===== src/upgrade_frame_builder_crc16_defines.svh =====
// Assertion macros shared by the frame builder RTL.
`ifndef UPGRADE_FRAME_BUILDER_CRC16_DEFINES_SVH
`define UPGRADE_FRAME_BUILDER_CRC16_DEFINES_SVH

// Same-cycle implication, checked on clk_i while out of reset.
`define UFB_ASSERT_IMPL(lbl, ante, cons) \
  lbl: assert property (@(posedge clk_i) disable iff (!rst_ni) (ante) |-> (cons)) \
    else $error("%m: assertion failed");

// Next-cycle implication, checked on clk_i while out of reset.
`define UFB_ASSERT_NEXT(lbl, ante, cons) \
  lbl: assert property (@(posedge clk_i) disable iff (!rst_ni) (ante) |=> (cons)) \
    else $error("%m: assertion failed");

`endif


===== src/ufb_pkg.sv =====
// Types, constants and CRC helpers for the upgrade frame builder.
`timescale 1ns / 1ps
package ufb_pkg;

  localparam int unsigned ADDR_W = 3;
  localparam logic REG_IDX_TARGET = 1'b0;

  localparam logic [15:0] CRC_POLY = 16'hA001;
  localparam logic [15:0] CRC_INIT = 16'hFFFF;

  localparam logic [7:0] SYNC_BYTE     = 8'hFF;
  localparam logic [7:0] DEV_COLLECTOR = 8'h02;
  localparam logic [7:0] DEV_INFERENCE = 8'h01;
  localparam logic [7:0] FLAG_START    = 8'h00;
  localparam logic [7:0] FLAG_DATA     = 8'h10;
  localparam logic [7:0] FLAG_STOP     = 8'h11;

  localparam logic [1:0] KIND_START = 2'd0;
  localparam logic [1:0] KIND_DATA  = 2'd1;
  localparam logic [1:0] KIND_STOP  = 2'd2;

  typedef enum logic [3:0] {
    STEP_SYNC0,
    STEP_SYNC1,
    STEP_DEVICE,
    STEP_FLAG,
    STEP_NUM_HI,
    STEP_NUM_LO,
    STEP_LEN_LO,
    STEP_LEN_HI,
    STEP_DATA,
    STEP_CRC_LO,
    STEP_CRC_HI
  } step_e;

  typedef struct packed {
    logic target_is_collector;
  } cfg_t;

  function automatic logic [15:0] crc16_byte(input logic [15:0] crc, input logic [7:0] b);
    logic [15:0] c;
    c = crc ^ {8'h00, b};
    for (int k = 0; k < 8; k++) begin
      if (c[0]) begin
        c = (c >> 1) ^ CRC_POLY;
      end else begin
        c = c >> 1;
      end
    end
    return c;
  endfunction

  function automatic logic [7:0] kind_flag(input logic [1:0] kind);
    logic [7:0] f;
    case (kind)
      KIND_START: f = FLAG_START;
      KIND_STOP:  f = FLAG_STOP;
      default:    f = FLAG_DATA;
    endcase
    return f;
  endfunction

endpackage


===== src/upgrade_frame_builder_crc16.sv =====
// The first result of a transaction passes the input hold registers, then the output register.
// Throughput: one output byte per cycle while out_stall_i is low; a frame's first transaction
// holds the input for its header and data byte (header and CRC if the payload is empty, all
// if it also ends the frame), its last for data and CRC, every other for its data byte.
// Reset clears the frame state, sets the running CRC to 0xFFFF and selects the
// inference device type; no transaction is held after reset.
`timescale 1ns / 1ps
`include "upgrade_frame_builder_crc16_defines.svh"
module upgrade_frame_builder_crc16
  import ufb_pkg::*;
(
  input  logic              clk_i,
  input  logic              rst_ni,
  input  logic              psel,
  input  logic              penable,
  input  logic              pwrite,
  input  logic [ADDR_W-1:0] paddr,
  input  logic [31:0]       pwdata,
  output logic [31:0]       prdata,
  output logic              pready,
  input  logic              in_valid_i,
  output logic              in_stall_o,
  input  logic [1:0]        frame_kind_i,
  input  logic [15:0]       frame_number_i,
  input  logic [15:0]       payload_length_i,
  input  logic [7:0]        data_byte_i,
  output logic              out_valid_o,
  input  logic              out_stall_i,
  output logic [7:0]        out_byte_o,
  output logic              run_last_o,
  output logic              frame_last_o
);

  cfg_t cfg;

  ufb_regs u_regs (
    .clk_i   (clk_i),
    .rst_ni  (rst_ni),
    .psel    (psel),
    .penable (penable),
    .pwrite  (pwrite),
    .paddr   (paddr),
    .pwdata  (pwdata),
    .prdata  (prdata),
    .pready  (pready),
    .cfg_o   (cfg)
  );

  logic        hold_valid_q, hold_valid_d;
  step_e       step_q, step_d;
  logic [1:0]  kind_q;
  logic [15:0] num_q;
  logic [15:0] len_q;
  logic [7:0]  data_q;

  logic [15:0] crc_q, crc_d;
  logic [15:0] bytes_taken_q, bytes_taken_d;
  logic [15:0] frame_size_q, frame_size_d;

  logic        out_valid_q, out_valid_d;
  logic [7:0]  out_byte_q;
  logic        run_last_q;
  logic        frame_last_q;

  logic        advance;
  logic        in_accept;
  logic [7:0]  emit_byte;
  logic        emit_crc;
  logic        emit_done;
  logic        emit_flast;
  step_e       next_step;
  logic [15:0] bt_inc;

  assign advance    = hold_valid_q && (!out_valid_q || !out_stall_i);
  assign in_stall_o = hold_valid_q && !(advance && emit_done);
  assign in_accept  = in_valid_i && !in_stall_o;
  assign bt_inc     = bytes_taken_q + 16'd1;

  always_comb begin
    emit_byte     = 8'h00;
    emit_crc      = 1'b0;
    emit_done     = 1'b0;
    emit_flast    = 1'b0;
    next_step     = step_q;
    crc_d         = crc_q;
    bytes_taken_d = bytes_taken_q;
    frame_size_d  = frame_size_q;
    unique case (step_q)
      STEP_SYNC0: begin
        emit_byte = SYNC_BYTE;
        emit_crc  = 1'b1;
        next_step = STEP_SYNC1;
      end
      STEP_SYNC1: begin
        emit_byte = SYNC_BYTE;
        emit_crc  = 1'b1;
        next_step = STEP_DEVICE;
      end
      STEP_DEVICE: begin
        emit_byte = cfg.target_is_collector ? DEV_COLLECTOR : DEV_INFERENCE;
        emit_crc  = 1'b1;
        next_step = STEP_FLAG;
      end
      STEP_FLAG: begin
        emit_byte = kind_flag(kind_q);
        emit_crc  = 1'b1;
        next_step = STEP_NUM_HI;
      end
      STEP_NUM_HI: begin
        emit_byte = num_q[15:8];
        emit_crc  = 1'b1;
        next_step = STEP_NUM_LO;
      end
      STEP_NUM_LO: begin
        emit_byte = num_q[7:0];
        emit_crc  = 1'b1;
        next_step = STEP_LEN_LO;
      end
      STEP_LEN_LO: begin
        emit_byte = len_q[7:0];
        emit_crc  = 1'b1;
        next_step = STEP_LEN_HI;
      end
      STEP_LEN_HI: begin
        emit_byte = len_q[15:8];
        emit_crc  = 1'b1;
        next_step = (len_q == 16'd0) ? STEP_CRC_LO : STEP_DATA;
        if (advance) begin
          frame_size_d = len_q;
        end
      end
      STEP_DATA: begin
        emit_byte = data_q;
        emit_crc  = 1'b1;
        next_step = STEP_CRC_LO;
        emit_done = (bt_inc < frame_size_q);
        if (advance) begin
          bytes_taken_d = bt_inc;
        end
      end
      STEP_CRC_LO: begin
        emit_byte = crc_q[7:0];
        next_step = STEP_CRC_HI;
      end
      STEP_CRC_HI: begin
        emit_byte  = crc_q[15:8];
        emit_done  = 1'b1;
        emit_flast = 1'b1;
        if (advance) begin
          crc_d         = CRC_INIT;
          bytes_taken_d = 16'd0;
          frame_size_d  = 16'd0;
        end
      end
      default: begin
        emit_done = 1'b1;
      end
    endcase
    if (advance && emit_crc) begin
      crc_d = crc16_byte(crc_q, emit_byte);
    end
  end

  always_comb begin
    hold_valid_d = hold_valid_q;
    step_d       = step_q;
    if (in_accept) begin
      hold_valid_d = 1'b1;
      step_d       = (frame_size_d == 16'd0) ? STEP_SYNC0 : STEP_DATA;
    end else if (advance && emit_done) begin
      hold_valid_d = 1'b0;
    end else if (advance) begin
      step_d = next_step;
    end
  end

  always_comb begin
    out_valid_d = out_valid_q;
    if (advance) begin
      out_valid_d = 1'b1;
    end else if (!out_stall_i) begin
      out_valid_d = 1'b0;
    end
  end

  always_ff @(posedge clk_i or negedge rst_ni) begin
    if (!rst_ni) begin
      hold_valid_q  <= 1'b0;
      step_q        <= STEP_SYNC0;
      crc_q         <= CRC_INIT;
      bytes_taken_q <= 16'd0;
      frame_size_q  <= 16'd0;
      out_valid_q   <= 1'b0;
    end else begin
      hold_valid_q  <= hold_valid_d;
      step_q        <= step_d;
      crc_q         <= crc_d;
      bytes_taken_q <= bytes_taken_d;
      frame_size_q  <= frame_size_d;
      out_valid_q   <= out_valid_d;
    end
  end

  always_ff @(posedge clk_i) begin
    if (in_accept) begin
      kind_q <= frame_kind_i;
      num_q  <= frame_number_i;
      len_q  <= payload_length_i;
      data_q <= data_byte_i;
    end
    if (advance) begin
      out_byte_q   <= emit_byte;
      run_last_q   <= emit_done;
      frame_last_q <= emit_flast;
    end
  end

  assign out_valid_o  = out_valid_q;
  assign out_byte_o   = out_byte_q;
  assign run_last_o   = run_last_q;
  assign frame_last_o = frame_last_q;

  `UFB_ASSERT_IMPL(a_flast_ends_run, out_valid_o && frame_last_o, run_last_o)
  `UFB_ASSERT_IMPL(a_idle_crc_init, !hold_valid_q && (frame_size_q == 16'd0), crc_q == CRC_INIT)
  `UFB_ASSERT_IMPL(a_count_in_frame, frame_size_q != 16'd0, bytes_taken_q <= frame_size_q)
  `UFB_ASSERT_NEXT(a_crc_hi_closes, advance && (step_q == STEP_CRC_HI), frame_size_q == 16'd0)
  `UFB_ASSERT_NEXT(a_accept_holds, in_accept, hold_valid_q)

endmodule


===== src/ufb_regs.sv =====
// APB configuration register block of the upgrade frame builder.
`timescale 1ns / 1ps
module ufb_regs
  import ufb_pkg::*;
(
  input  logic              clk_i,
  input  logic              rst_ni,
  input  logic              psel,
  input  logic              penable,
  input  logic              pwrite,
  input  logic [ADDR_W-1:0] paddr,
  input  logic [31:0]       pwdata,
  output logic [31:0]       prdata,
  output logic              pready,
  output cfg_t              cfg_o
);

  logic wr_target;
  logic target_q;
  logic target_d;

  assign pready    = 1'b1;
  assign wr_target = psel && penable && pwrite && (paddr[ADDR_W-1] == REG_IDX_TARGET);

  always_comb begin
    target_d = target_q;
    if (wr_target) begin
      target_d = pwdata[0];
    end
  end

  always_ff @(posedge clk_i or negedge rst_ni) begin
    if (!rst_ni) begin
      target_q <= 1'b0;
    end else begin
      target_q <= target_d;
    end
  end

  always_comb begin
    unique case (paddr[ADDR_W-1])
      REG_IDX_TARGET: prdata = {31'd0, target_q};
      default:        prdata = 32'd0;
    endcase
  end

  assign cfg_o.target_is_collector = target_q;

endmodule


===== config.mk =====
export PLATFORM = sky130hd
export DESIGN_NAME = upgrade_frame_builder_crc16
export DESIGN_NICKNAME = d
export VERILOG_FILES = /design/src/ufb_pkg.sv /design/src/upgrade_frame_builder_crc16.sv /design/src/ufb_regs.sv
export VERILOG_INCLUDE_DIRS = /design/src /design/src/src
export SDC_FILE = /design/constraint.sdc
export NUM_CORES = 1
export LEC_CHECK = 0
export ABC_AREA = 1
export BUFFER_PORTS_ARGS = -buffer_cell sky130_fd_sc_hd__buf_2
export CORE_ASPECT_RATIO = 0.6
export CORE_MARGIN = 5
export CORE_UTILIZATION = 41
export CTS_CLUSTER_SIZE = 16
export DETAILED_ROUTE_END_ITERATION = 12
export PLACE_DENSITY = 0.61
export SYNTH_ARGS = -nofsm -noshare
export SYNTH_HDL_FRONTEND = slang
export SYNTH_HIERARCHICAL = 1
export SYNTH_SLANG_ARGS = --single-unit

===== constraint.sdc =====
create_clock -name clk_i -period 5.9 [get_ports clk_i]
set_input_delay 0 -clock clk_i [delete_from_list [all_inputs] [get_ports clk_i]]
set_output_delay 0 -clock clk_i [all_outputs]
set_load 0.05 [all_outputs]

**Word-level counts from Yosys, hierarchy flattened**

Cells that the tools add are included.

- Flip-flop bits (word level): 107
- Input bits: 84
- Output and inout port bits: 45
- Logic and storage cells: 111

- $add $sub $neg: 1
- Order comparisons: 1
- Equal/unequal tests: 15
- Multiplexer cells: 41
- Bitwise logic cells: 10
- Reductions and logical operators: 29

Operator list:

| kind | number |
|---|---|
| $mux W16 | 22 |
| $pmux W8 S10 | 1 |
| $pmux W16 S2 | 2 |
| $pmux W4 S10 | 1 |
| $logic_not A16 Y1 | 2 |
| $not A2 Y3 | 8 |
| $reduce_or A9 Y1 | 2 |
| $add A16 B1 Y16 const B | 1 |
| $eq A4 B3 Y1 const B | 4 |
| $lt A16 B16 Y1 | 1 |
| $mux W4 | 4 |
| $xor A16 B8 Y16 | 1 |
| $eq A4 B4 Y1 const B | 3 |
| $reduce_bool A11 Y1 | 1 |
| $pmux W5 S2 | 1 |
| $reduce_bool A2 Y1 | 5 |
| $eq A4 B2 Y1 const B | 2 |
| $logic_and A1 B1 Y1 | 8 |
| $mux W1 | 8 |
| $ne A2 B2 Y1 const B | 3 |
| $reduce_and A3 Y1 | 2 |
| $eq A4 B1 Y1 const B | 1 |
| $logic_not A1 Y1 | 4 |
| $logic_not A4 Y1 | 1 |
| 9 further kinds | 9 |

**Logic depth before layout (Yosys ltp)**

Gate-level depths: netlist of the first run.

- Depth in word-level cells: 28
- Gate-level depth with buffers: 27
- Depth with buffers taken out: 27

**By module**

The synthesis of the first run kept the hierarchy.

Modules (own cells, without submodules):

| module | times used | cells each | area each (sq um) |
|---|---|---|---|
| upgrade_frame_builder_crc16 | 1 | 603 | 5431.5 |
| ufb_regs | 1 | 45 | 314.1 |

**Least setup slack after synthesis of the first run**

OpenSTA, ideal clock, no wires.

- Path type: register -> register
- Start point: register bytes_taken_q[0]
- End point: register step_q[0]
- Setup time: 0.120 ns
- Arrival: 5.310 ns
- Required time: 5.780 ns
- Setup slack: 0.469 ns
- Cell stages (with the launch flop): 28
- Path buffers: 0
- Cell sequence: dfrtp_1 > ha_1 > nand3_1 > nor3_1 > nand2_1 > nor2_1 > inv_1 > nor2_1 > inv_1 > nor3_1 > inv_1 > nor3_1 > xor2_1 > ha_1 > nand2_1 > inv_1 > o21ai_0 > nand2_1 > nor2_1 > nand3_1 > nand2_1 > nand2_1 > nand2_1 > inv_1 > nor2_1 > inv_1 > o211ai_1 > inv_1

- Word-level cells in the longest chain between the ends: 10
- Elaborated cells between the ends (all ways): 13
- Those cells by class: 1 x add/sub; 1 x order compare; 1 x eq/ne; 2 x mux; 8 x reduce/logical

RTL lines:

| item | line | RTL |
|---|---|---|
| start, declared | upgrade_frame_builder_crc16.sv:57 | `logic [15:0] bytes_taken_q, bytes_taken_d;` |
| start signal, assigned | upgrade_frame_builder_crc16.sv:198 | `bytes_taken_q <= bytes_taken_d;` |
| $add A16 B1 Y16 * | upgrade_frame_builder_crc16.sv:77 | `assign bt_inc = bytes_taken_q + 16'd1;` |
| $lt A16 B16 Y1 * | upgrade_frame_builder_crc16.sv:136 | `emit_done = (bt_inc < frame_size_q);` |
| $pmux W1 S2 * | upgrade_frame_builder_crc16.sv:88 | `unique case (step_q)` |
| net emit_done | upgrade_frame_builder_crc16.sv:69 | `logic emit_done;` |
| $logic_and A1 B1 Y1 * | upgrade_frame_builder_crc16.sv:75 | `assign in_stall_o = hold_valid_q && !(advance && emit_done);` |
| $logic_not A1 Y1 * | upgrade_frame_builder_crc16.sv:75 |  |
| $logic_and A1 B1 Y1 * | upgrade_frame_builder_crc16.sv:75 |  |
| net in_stall_o | upgrade_frame_builder_crc16.sv:22 | `output logic in_stall_o,` |
| $logic_not A1 Y1 * | upgrade_frame_builder_crc16.sv:76 | `assign in_accept = in_valid_i && !in_stall_o;` |
| $logic_and A1 B1 Y1 * | upgrade_frame_builder_crc16.sv:76 |  |
| $reduce_bool A11 Y1 (no source line), or another cell as far along | n/a |  |
| $reduce_and A3 Y1 (no source line) | n/a |  |
| end signal, assigned | upgrade_frame_builder_crc16.sv:196 | `step_q <= step_d;` |
| end, declared | upgrade_frame_builder_crc16.sv:50 | `step_e step_q, step_d;` |

The timed path passes the listed nets; every way through them passes the cells marked *.
A chain may end at the register's enable or synchronous reset.

**Final worst setup path of the first run**

- Start point: register bytes_taken_q[0]
- End point: register len_q[14], enable pin

- Word-level cells in the longest chain between the ends: 8

RTL lines:

| item | line | RTL |
|---|---|---|
| $add A16 B1 Y16 | upgrade_frame_builder_crc16.sv:77 |  |
| $lt A16 B16 Y1 | upgrade_frame_builder_crc16.sv:136 |  |
| $pmux W1 S2 | upgrade_frame_builder_crc16.sv:88 |  |
| net emit_done | upgrade_frame_builder_crc16.sv:69 |  |
| $logic_and A1 B1 Y1 | upgrade_frame_builder_crc16.sv:75 |  |
| $logic_not A1 Y1 | upgrade_frame_builder_crc16.sv:75 |  |
| $logic_and A1 B1 Y1 | upgrade_frame_builder_crc16.sv:75 |  |
| $logic_not A1 Y1 | upgrade_frame_builder_crc16.sv:76 |  |
| $logic_and A1 B1 Y1 | upgrade_frame_builder_crc16.sv:76 |  |
| end signal, assigned | upgrade_frame_builder_crc16.sv:208 | `len_q <= payload_length_i;` |
| end, declared | upgrade_frame_builder_crc16.sv:53 | `logic [15:0] len_q;` |

The timed path passes the listed nets, and every way through them passes these cells.

==> results.md, run 1 <==
- Count of warnings emitted by yosys: 6
- Routed len/inst: 15.8 um
- Critical path destination: len_q[14]
- Standby leakage power: 3.25 nW
- Worst setup path startpoint: bytes_taken_q[0]
- Top cells by area, synth: sky130_fd_sc_hd__edfxtp_1 27%, sky130_fd_sc_hd__dfrtp_1 17%, sky130_fd_sc_hd__nand2_1 9.4%, sky130_fd_sc_hd__dfstp_2 7.3%, sky130_fd_sc_hd__inv_1 6.3%
- Relative slew slack: 0.120
- Average via count per standard cell: 4.96
- DRC violation count after routing: 0
- Number of cell instances on the worst register-to-register path: 25
- Number of levels in the clock H-tree: 3
- Filler instances: 1256
- Post-synthesis to final-layout area growth: 20.7%
- Share of cell area taken by muxes after synthesis: 0
- Most common flop cell mapped by yosys: sky130_fd_sc_hd__edfxtp_1
- Antenna cell count: 0
- Setup repair after global routing missed its margin: no
- Number of vias after detailed routing: 4759
- Number of unique standard cell types used by synthesis: 37
- Clk network pwr share: 0.143
- Height of the chip: 102 um
- Worst EP arrival: 4.60 ns
- Floorplan die area: 0.0166 mm2
- Via count of the first global-routing pass: 4388
- Endpoint of the most critical register-to-register path: len_q[14]
- Launching point of the worst reg2reg path: bytes_taken_q[0]
- Clock tree from TritonCTS: built
- Crit share post-route: 0.770
- Non-Filler Cell Area, Final: 0.00694 mm2
- Count of input and output buffers: 63
- Clock network latency to the later pin of the worst-skew pair: 0.36 ns
- Slack of the worst reg-to-reg path: 1.36 ns
- Parity-gate share of the synthesized area counting xor and xnor cells: 0.0229
- CP Capture Type: flop
- Fraction of synthesis flops using an asynchronous set or reset pin: 0.514
- Worst Setup Start Kind: flop
- Count of state elements after synthesis: 107
- HPWL after detailed placement: 10.9 mm
- Final Critical Period: 4.54 ns
- Overall global routing resource usage: 0.187
- Most frequent cells after synthesis: 144 x sky130_fd_sc_hd__nand2_1, 97 x sky130_fd_sc_hd__inv_1, 52 x sky130_fd_sc_hd__edfxtp_1
- Main combinational cell family by area after synthesis: simple AND/OR/NAND/NOR gates
- Summed instance area of the synthesized netlist: 0.00575 mm2
- Status: complete, no violations
- Sequential cell fraction of total power: 0.316
- VDD IR-drop max: 0.248 mV
- Maximum Capacitance Violations: 0
- Synth Area in Simple Gates: 0.225
- Worst min-delay path class: in -> async
- Layout Nets: 863
- Initial core utilization: 0.419
- Most numerous cell in the Yosys netlist: sky130_fd_sc_hd__nand2_1
- Number of top-level design ports: 129
- Worst Setup Path Type: reg -> reg
- Gate Count Post-Synth: 648
- Synthesized-area fraction occupied by ao, oa, aoi and oai cells: 0.0858
- P per Cell Area: 597 mW/mm2
- Final setup TNS: 0 ns
- Pre-antenna DRT Iters: 5
- Largest net degree at the start of global routing: 56
- Die W: 163 um
- Clock root cell: sky130_fd_sc_hd__clkbuf_16
- Core area: 0.0137 mm2
- Total power of the final layout: 4.14 mW
- GP Congestion: 0.921
- Post-place instance area: 0.00617 mm2
- DRT Wirelength: 15.2 mm
- Part of the power in combinational logic: 0.541
- Clock buffer count from CTS: 9
- Share of Yosys cell area claimed by the top area cell type: 0.272
- Crit path max fanout: 20
- Internal power consumption: 2.11 mW
- Data required time at the worst endpoint: 5.96 ns
- Maximum number of buffers from clock root to sink: 2
- Total global routing overflow: 0
- Slew Viols, Final: 0
- Hold violation total from the final report: 0
- Avg Cell Area, Syn: 8.87 um2
- Sequential-to-total area share from yosys stat: 0.515
- Sequential cell area in the final layout: 0.00296 mm2
- Slew of the pin with the lowest slew margin: 1.32 ns
- Achievable frequency: 220 MHz
- Number of standard-cell rows in the floorplan: 33
- Cell accounting for the most synthesized area: sky130_fd_sc_hd__edfxtp_1
- Final setup vio count: 0
- EDFF count, synth: 52
- Global-route wire length before repair: 23.7 mm
- Setup clock skew after layout: 0.00937 ns
- Multi-input combinational cell area: 0.00225 mm2
- CTS sink cnt: 107
- Remaining antenna violation count after routing: 0
- Clock transition at the registers of the reported paths: 0.08 ns
- Post-Route Hold Slack: 0.324 ns
- Initial antenna violation count: 1
- Net Switching: 2.02 mW
- Adder-cell share of the synthesized area: 0.0348
- Number of post-CTS setup repair buffers: 0
- Layout cells sized above 1: 0.185
- Iter 0 DRT Violations: 376
- Net Sw Frac: 0.489
## metal layers
| layer | routed length [um] | global-route usage | part of all wire | vias up |
|---|---|---|---|---|
| met5 | 0 | 0 | 0 | - |
| met4 | 205 | 0.0477 | 0.013 | 0 |
| met3 | 1260 | 0.0525 | 0.083 | 19 |
| met2 | 5900 | 0.248 | 0.39 | 189 |
| met1 | 7850 | 0.295 | 0.52 | 2248 |
| li1 | - | - | - | 2303 |
## critical path, cell delays in order, from the launching register on
cell                      delay, ns
sky130_fd_sc_hd__dfrtp_1       0.42
sky130_fd_sc_hd__ha_1          0.22
sky130_fd_sc_hd__nand3_1       0.13
sky130_fd_sc_hd__nor3_1        0.33
sky130_fd_sc_hd__nand2_1       0.08
sky130_fd_sc_hd__nor2_1        0.14
sky130_fd_sc_hd__inv_1         0.07
sky130_fd_sc_hd__nor2_1        0.08
sky130_fd_sc_hd__inv_1         0.07
sky130_fd_sc_hd__nor3_1        0.18
sky130_fd_sc_hd__inv_1         0.10
sky130_fd_sc_hd__nor3_1        0.18
sky130_fd_sc_hd__xor2_1        0.21
sky130_fd_sc_hd__ha_1          0.26
sky130_fd_sc_hd__nand2_1       0.06
sky130_fd_sc_hd__inv_1         0.04
sky130_fd_sc_hd__nand3_1       0.09
sky130_fd_sc_hd__a31oi_1       0.06
sky130_fd_sc_hd__nor2_1        0.10
sky130_fd_sc_hd__nand3_1       0.08
sky130_fd_sc_hd__nand2_1       0.17
sky130_fd_sc_hd__nand2_1       0.08
sky130_fd_sc_hd__nand2_1       0.08
sky130_fd_sc_hd__inv_1         0.08
sky130_fd_sc_hd__nor2_4        0.54
sky130_fd_sc_hd__buf_4         0.37
## stage by stage
step / instances / setup slack, ns / util
3_5_place_dp: 896 / 1.40 / 0.450
5_1_grt: 960 / 0.873 / 0.506
2_1_floorplan: 678 / 0.469 / -
6_report: 960 / 1.36 / 0.506
4_1_cts: 960 / 1.34 / 0.506
3_3_place_gp: 896 / 1.48 / 0.450
## cells by family (layout without fill, tap and decap cells)
logic type,count (synthesis),in the layout
and+or+nand+nor,280,280
DFF,107,107
other,2,32
xor gates and xnor gates,15,15
adders and majority gates,16,16
buffers and inverters,142,232
AOI/OAI and AO/OA,86,86
## placed cells by master, fill, tap and decap left out, types with 3 or more instances in the layout
cell type	instances
sky130_fd_sc_hd__buf_4	4
sky130_fd_sc_hd__o22ai_1	23
sky130_fd_sc_hd__nand2_1	144
sky130_fd_sc_hd__nor2_1	29
sky130_fd_sc_hd__xor2_1	14
sky130_fd_sc_hd__nor3_1	5
sky130_fd_sc_hd__a21oi_1	18
sky130_fd_sc_hd__nor2_4	5
sky130_fd_sc_hd__nand3_1	50
sky130_fd_sc_hd__dfstp_2	16
sky130_fd_sc_hd__nor4_1	7
sky130_fd_sc_hd__buf_2	63
sky130_fd_sc_hd__edfxtp_1	52
sky130_fd_sc_hd__nand4_1	4
sky130_fd_sc_hd__o211ai_1	3
sky130_fd_sc_hd__nor2_2	11
sky130_fd_sc_hd__a221oi_1	4
sky130_fd_sc_hd__inv_1	97
sky130_fd_sc_hd__dlygate4sd3_1	48
sky130_fd_sc_hd__ha_1	16
sky130_fd_sc_hd__nand2_2	17
sky130_fd_sc_hd__dfrtp_1	39
sky130_fd_sc_hd__o21ai_1	5
sky130_fd_sc_hd__inv_2	4
sky130_fd_sc_hd__o21ai_0	27
sky130_fd_sc_hd__clkbuf_16	9
sky130_fd_sc_hd__conb_1	32
## worst min-delay path by stage
stage,from,endpoint,slack (ns),depth (start not counted)
finish,rst_ni,bytes_taken_q[10],0.32,3
global route,paddr[2],prdata[0],0.34,3
CTS,paddr[2],prdata[0],0.33,3
detailed placement,data_byte_i[3],data_q[3],0.18,1
global placement,data_byte_i[7],data_q[7],0.18,1
floorplan,rst_ni,bytes_taken_q[0],-0.30,0
## area by class of cell
class	instances	area share
clock buffers	10	0.0330
clock inverters	6	0.00812
inverters	101	0.0547
multi-input cells	429	0.324
flip-flops and latches	107	0.426
well taps	192	0.0346
repair buffers	115	0.119
## power groups by stage
stage          logic (mW)  clock network [mW]  registers (mW)
5_1_grt              2.48               0.638            1.33
4_1_cts              2.21               0.607            1.30
2_1_floorplan        1.57                   0            1.40
3_5_place_dp         2.17                   0            1.31
3_3_place_gp         2.10                   0            1.31
6_report             2.24               0.592            1.31
## state kept, by name, indices dropped and copies added (netlist names), 2 cells and up
signal	cells
bytes_taken_q	16
crc_q	16
data_q	8
frame_size_q	16
kind_q	2
len_q	16
num_q	16
out_byte_o	8
step_q	4
## repair_timing
action / CTS / global route
resized for setup: 0 / 0
hold buffers: 48 / 0
hold endpoints to repair: 84 / 0
Note: power is estimated with default switching activity, not from simulation.
==> run 2: changes to the inputs <==
- PLACE_DENSITY: 0.61 -> 0.64
- clock period: 5.9 -> 3.8 ns (I/O delays scaled with it)
==> results.md, run 2 (synthesis results as in run 1) <==
- Setup clock skew after layout: 0.0104 ns (+0.00104 ns)
- Slew of the pin with the lowest slew margin: 0.835 ns (-0.485 ns)
- Number of top-level design ports: 129 (unchanged)
- Most used cell along the critical path: sky130_fd_sc_hd__buf_4
- Worst path slowest cell: sky130_fd_sc_hd__dfrtp_1
- Crit path largest cell delay: 0.37 ns (-0.17 ns)
- Clock transition at the registers of the reported paths: 0.08 ns (about the same)
- Clock root cell: sky130_fd_sc_hd__clkbuf_16
- Post-synthesis to final-layout area growth: 30.6%
- Maximum Capacitance Violations: 0 (unchanged)
- Worst EP arrival: 4.13 ns (-0.47 ns)
- Height of the chip: 102 um (unchanged)
- Worst Setup Slack post-DPL: -0.0856 ns (-1.48 ns)
- Hold violation total from the final report: 0 (unchanged)
- Relative slew slack: 0.443 (+0.323)
- Post-Route Hold Slack: 0.286 ns (-0.0377 ns)
- Die W: 163 um (unchanged)
- Clock tree from TritonCTS: built
- Final Critical Period: 4.04 ns (-0.501 ns)
- Pre-antenna DRT Iters: 5 (unchanged)
- Count of input and output buffers: 63 (unchanged)
- Clock buffer count from CTS: 9 (unchanged)
- Antenna cell count: 0 (unchanged)
- Number of levels in the clock H-tree: 3 (unchanged)
- Initial antenna violation count: 0 (-1)
- Filler instances: 1224 (-2.5%)
- Worst Setup Start Kind: flop
- CP Capture Type: flop
- Sequential cell area in the final layout: 0.00296 mm2 (unchanged)
- Remaining antenna violation count after routing: 0 (unchanged)
- Status: finished, violations left
- DRT Wirelength: 16.3 mm (+6.9%)
- Crit share post-route: 1.06 (+0.294)
- Multi-input combinational cell area: 0.00236 mm2 (+5.2%)
- Global-route wire length before repair: 25.5 mm (+7.3%)
- Layout cells sized above 1: 0.255 (+0.0697)
- Via count of the first global-routing pass: 4726 (+7.7%)
- Utilization after layout: 0.547 (+0.0413)
- Initial core utilization: 0.419 (unchanged)
- GP Congestion: 0.922 (+0.11%)
- Number of standard-cell rows in the floorplan: 33 (unchanged)
- DRC violation count after routing: 0 (unchanged)
- VDD IR-drop max: 0.466 mV (+88%)
- Standby leakage power: 3.56 nW (+9.6%)
- Core area: 0.0137 mm2 (unchanged)
- Post-route setup slack: -0.242 ns (-1.60 ns)
- Average via count per standard cell: 4.96 (about the same)
- Failing checks: negative setup slack
- Maximum number of buffers from clock root to sink: 2 (unchanged)
- Overall global routing resource usage: 0.201 (+0.0137)
- Slew Viols, Final: 0 (unchanged)
- Final setup vio count: 47 (+47)
- Total global routing overflow: 0 (unchanged)
- Layout Nets: 904 (+4.8%)
- Worst min-delay path class: in -> async
- Largest net degree at the start of global routing: 34 (-39%)
- HPWL after detailed placement: 11.2 mm (+2.4%)
- Setup repair after global routing missed its margin: yes
- Most common cell after layout, fill and taps aside: sky130_fd_sc_hd__nand2_1
- Floorplan die area: 0.0166 mm2 (unchanged)
- Number of vias after detailed routing: 4962 (+4.3%)
- CTS sink cnt: 107 (unchanged)
- Iter 0 DRT Violations: 387 (+2.9%)
- Top library cells by usage in the layout, fill and taps aside: 140 x sky130_fd_sc_hd__nand2_1, 91 x sky130_fd_sc_hd__inv_1, 62 x sky130_fd_sc_hd__buf_2
- Crit path max fanout: 5 (-75%)
- Worst Setup Path Type: reg -> reg
- P per Cell Area: 923 mW/mm2 (+55%)
- Data required time at the worst endpoint: 3.88 ns (-2.08 ns)
- Routed len/inst: 16.2 um (+2.5%)
- Clock network latency to the later pin of the worst-skew pair: 0.35 ns (about the same)
- Achievable frequency: 247 MHz (+12%)
-- run 2: power by group --
part	leakage, nW	internal [mW]	switching (mW)
clock	0.144	0.469	0.477
combinational	2.24	1.35	2.61
sequential	1.17	1.77	0.252
total	3.56	3.59	3.33
-- run 2: cell type report --
type,count,share of cell area
clock buffers,9,0.0300
clock inverters,7,0.0103
inverters,101,0.0514
multi-input cells,429,0.315
flip-flops and latches,107,0.394
well taps,192,0.0320
repair buffers,156,0.167
-- run 2: final timing paths --
check / slack, ns / from / depth (start not counted) / end
setup / recovery: -0.24 / bytes_taken_q[0] / 29 / len_q[15]
hold / removal: 0.29 / rst_ni / 2 / out_valid_o
setup reg to reg: -0.24 / bytes_taken_q[0] / 29 / len_q[15]
hold reg to reg: 0.51 / crc_q[10] / 2 / crc_q[2]
max in group asynchronous: 2.62 / rst_ni / 3 / crc_q[0]
min in group clk_i: 0.34 / paddr[2] / 3 / prdata[0]
-- run 2: layer usage --
metal,share of wire,vias to the layer above,global-route usage
li1,-,2390,-
met1,0.48,2349,0.309
met2,0.42,212,0.287
met3,0.094,11,0.0537
met4,0.0066,0,0.0354
met5,0,-,0
-- run 2: what timing repair did --
action | 4_1_cts | 5_1_grt
hold buffers | 48 | 0
hold endpoints to repair | 65 | 0
cloned | 2 | 2
pin swaps | 5 | 21
gates resized for setup | 14 | 24
setup endpoints to repair | 38 | 47
setup buffers | 22 | 12
-- run 2: stage by stage --
stage / area [um2] / TNS [ns] / power [mW] / std cells
2_1_floorplan: 5900 / -9.12 / 4.62 / 678
3_3_place_gp: 6260 / 0 / 5.42 / 902
3_5_place_dp: 6260 / -1.66 / 5.52 / 902
4_1_cts: 7320 / -0.0397 / 6.71 / 990
5_1_grt: 7500 / -17.86 / 7.46 / 1001
6_report: 7500 / -8.23 / 6.93 / 1001
-- run 2: worst max-delay path, delay by kind of cell (launching register included) --
kind,cells,cell delay (ns)
buffers and inverters,15,1.63
AND/OR/NAND/NOR,12,1.34
flip-flops,1,0.37
adder cells (fa/ha/maj),1,0.28
AO/OA/AOI/OAI,1,0.13
==> run 3: changes to the inputs <==
- CORE_UTILIZATION: 41 -> 42
- PLACE_DENSITY: 0.64 -> 0.65
==> results.md, run 3 (synthesis results as in run 1) <==
- Status: complete, no violations
- Post-place instance area: 0.00623 mm2 (-0.46%)
- Clock tree from TritonCTS: built
- Net Sw Frac: 0.479 (-0.00221)
- Worst Setup Path Type: reg -> reg
- Die W: 161 um (-1.1%)
- Number of cell instances on the worst register-to-register path: 25 (-14%)
- Pre-antenna DRT Iters: 5 (unchanged)
- Count of input and output buffers: 63 (unchanged)
- Worst EP arrival: 3.87 ns (-0.26 ns)
- Launching point of the worst reg2reg path: bytes_taken_q[0]
- Post-route setup slack: 0.00135 ns (+0.243 ns)
- Number of standard-cell rows in the floorplan: 33 (unchanged)
- Total power of the final layout: 6.83 mW (-1.3%)
- Filler instances: 1207 (-1.4%)
- Setup clock skew after layout: 0.0131 ns (+0.00270 ns)
- Worst min-delay path class: in -> async
- Initial core utilization: 0.424 (+0.00511)
- Non-Filler Cell Area, Final: 0.00742 mm2 (-1.1%)
- Height of the chip: 101 um (-1.1%)
- HPWL after detailed placement: 11.2 mm (+0.39%)
- Achievable frequency: 263 MHz (+6.4%)
- Number of top-level design ports: 129 (unchanged)
- Sequential cell area in the final layout: 0.00296 mm2 (unchanged)
- Clock transition at the registers of the reported paths: 0.08 ns (about the same)
- Clock buffer count from CTS: 9 (unchanged)
- Post-synthesis to final-layout area growth: 29.2%
- Top library cells by usage in the layout, fill and taps aside: 140 x sky130_fd_sc_hd__nand2_1, 93 x sky130_fd_sc_hd__inv_1, 62 x sky130_fd_sc_hd__buf_2
- Setup repair after global routing missed its margin: yes
- Worst setup path startpoint: bytes_taken_q[0]
- Most used cell along the critical path: sky130_fd_sc_hd__nand2_2
- Total global routing overflow: 0 (unchanged)
- Worst Setup Start Kind: flop
- Antenna cell count: 0 (unchanged)
- Number of cells on the critical path: 25 (-14%)
- Worst path slowest cell: sky130_fd_sc_hd__dfrtp_1
- CP Capture Type: flop
- Iter 0 DRT Violations: 396 (+2.3%)
- Worst Setup Slack post-DPL: -0.0374 ns (+0.0482 ns)
- Slack of the worst reg-to-reg path: 0.001 ns (+0.24 ns)
- P per Cell Area: 921 mW/mm2 (-0.25%)
- Internal power consumption: 3.56 mW (-0.89%)
- GP Congestion: 0.937 (+1.6%)
- Endpoint of the most critical register-to-register path: num_q[11]
- Crit path max fanout: 5 (unchanged)
- Layout cells sized above 1: 0.248 (-0.00712)
- Maximum number of buffers from clock root to sink: 2 (unchanged)
- Clock network latency to the later pin of the worst-skew pair: 0.36 ns (about the same)
- Critical path destination: num_q[11]
- Via count of the first global-routing pass: 4819 (+2.0%)
- Clk network pwr share: 0.132 (-0.005)
- Slew of the pin with the lowest slew margin: 0.776 ns (-0.0591 ns)
- Number of levels in the clock H-tree: 3 (unchanged)
- Average via count per standard cell: 5.10 (+2.9%)
- VDD IR-drop max: 0.377 mV (-19%)
- Utilization after layout: 0.548 (+0.000761)
- Sequential cell fraction of total power: 0.296 (+0.004)
- Initial antenna violation count: 0 (unchanged)
- Routed len/inst: 16.3 um (+0.36%)
- Number of vias after detailed routing: 4992 (+0.60%)
- Most common cell after layout, fill and taps aside: sky130_fd_sc_hd__nand2_1
- Multi-input combinational cell area: 0.00236 mm2 (-0.37%)
- Part of the power in combinational logic: 0.572 (about the same)
- Clock root cell: sky130_fd_sc_hd__clkbuf_16
- Final setup vio count: 0 (-100%)
- Slew Viols, Final: 0 (unchanged)
- Core area: 0.0135 mm2 (-1.2%)
- CTS sink cnt: 107 (unchanged)
- Standby leakage power: 3.53 nW (-0.98%)
- Crit share post-route: 1.00 (-0.0641)
- Relative slew slack: 0.483 (+0.0394)
- Data required time at the worst endpoint: 3.87 ns (about the same)
- Largest net degree at the start of global routing: 33 (-2.9%)
- Maximum Capacitance Violations: 0 (unchanged)
- Worst path top cell family by delay: simple AND/OR/NAND/NOR gates
- DRT Wirelength: 16.0 mm (-1.8%)
- Final Critical Period: 3.80 ns (-0.243 ns)
- Remaining antenna violation count after routing: 0 (unchanged)
- Global-route wire length before repair: 24.8 mm (-2.7%)
- DRC violation count after routing: 0 (unchanged)
- Overall global routing resource usage: 0.198 (-0.00302)
- Floorplan die area: 0.0162 mm2 (-2.2%)
- Number of buffers and inverters on the critical path: 9 (-6)
- Layout Nets: 899 (-0.55%)
- Net Switching: 3.28 mW (-1.8%)
- Crit path largest cell delay: 0.40 ns (+0.03 ns)
- Hold violation total from the final report: 0 (unchanged)
-- run 3: cell count changes in the layout (fill, tap and decap cells not counted), moves of 2 or more --
cell,previous run,this run
sky130_fd_sc_hd__clkinv_8,2,0
sky130_fd_sc_hd__inv_1,91,93
sky130_fd_sc_hd__clkbuf_1,0,2
sky130_fd_sc_hd__inv_2,8,6
sky130_fd_sc_hd__buf_4,35,31
-- run 3: layer usage --
layer  share of wire  wire length (um)  vias up  GRT usage
met3            0.11              1770       18     0.0560
met4           0.013               206        0     0.0564
met1            0.46              7390     2340      0.292
met2            0.41              6600      254      0.284
li1                -                 -     2380          -
met5               0                 0        -          0
-- run 3: repair_timing --
item | in CTS | in global routing
hold buffers | 48 | 0
endpoints found under the hold margin | 64 | 0
pin swaps | 6 | 4
setup endpoints to repair | 38 | 47
gates resized for setup | 8 | 18
cloned | 2 | 4
setup buffers | 20 | 8
-- run 3: through the flow --
step                      std cells  hold slack (ns)  TNS (ns)
final                           979            0.261         0
after global routing            979            0.335    -10.45
after CTS                       970            0.285         0
after detailed placement        884            0.125    -0.124
after global placement          884            0.126         0
after floorplan                 678           -0.296     -9.12
-- run 3: power by group through the flow --
stage	registers, mW	clock network [mW]	logic, mW
after floorplan	2.16	0	2.46
after global placement	2.02	0	3.36
after detailed placement	2.04	0	3.48
after CTS	2.01	0.921	3.73
after global routing	2.06	0.969	4.32
final	2.03	0.902	3.91
-- run 3: layout make-up --
class,instances,area share
clock buffer,11,0.0314
inverter,101,0.0526
sequential,107,0.399
multi-input combinational,429,0.317
tap,175,0.0295
clock inverter,5,0.00624
timing repair buffer,151,0.164
-- run 3: worst register-to-register path: stages (launching register included) --
cell	delay, ns
sky130_fd_sc_hd__dfrtp_1	0.40
sky130_fd_sc_hd__nand3_2	0.14
sky130_fd_sc_hd__nor3_4	0.22
sky130_fd_sc_hd__inv_2	0.07
sky130_fd_sc_hd__nor4_2	0.15
sky130_fd_sc_hd__inv_1	0.10
sky130_fd_sc_hd__nor2_1	0.10
sky130_fd_sc_hd__inv_1	0.07
sky130_fd_sc_hd__nor2_2	0.12
sky130_fd_sc_hd__nand2_2	0.12
sky130_fd_sc_hd__buf_4	0.16
sky130_fd_sc_hd__xor2_2	0.15
sky130_fd_sc_hd__inv_1	0.07
sky130_fd_sc_hd__ha_1	0.29
sky130_fd_sc_hd__a21oi_1	0.18
sky130_fd_sc_hd__a31oi_1	0.11
sky130_fd_sc_hd__nor2_1	0.10
sky130_fd_sc_hd__nand3_1	0.10
sky130_fd_sc_hd__nand2_2	0.11
sky130_fd_sc_hd__nand2_2	0.05
sky130_fd_sc_hd__nand2_2	0.09
sky130_fd_sc_hd__clkinvlp_4	0.11
sky130_fd_sc_hd__nor2_4	0.12
sky130_fd_sc_hd__buf_4	0.13
sky130_fd_sc_hd__buf_12	0.13
sky130_fd_sc_hd__buf_12	0.13
-- run 3: worst min path at each step --
stage | startpoint | to | depth (start not counted)
after floorplan | rst_ni | bytes_taken_q[0] | 0
after global placement | rst_ni | hold_valid_q | 1
after global routing | rst_ni | bytes_taken_q[15] | 2
final | rst_ni | bytes_taken_q[5] | 2
after detailed placement | rst_ni | hold_valid_q | 1
after CTS | rst_ni | bytes_taken_q[15] | 2
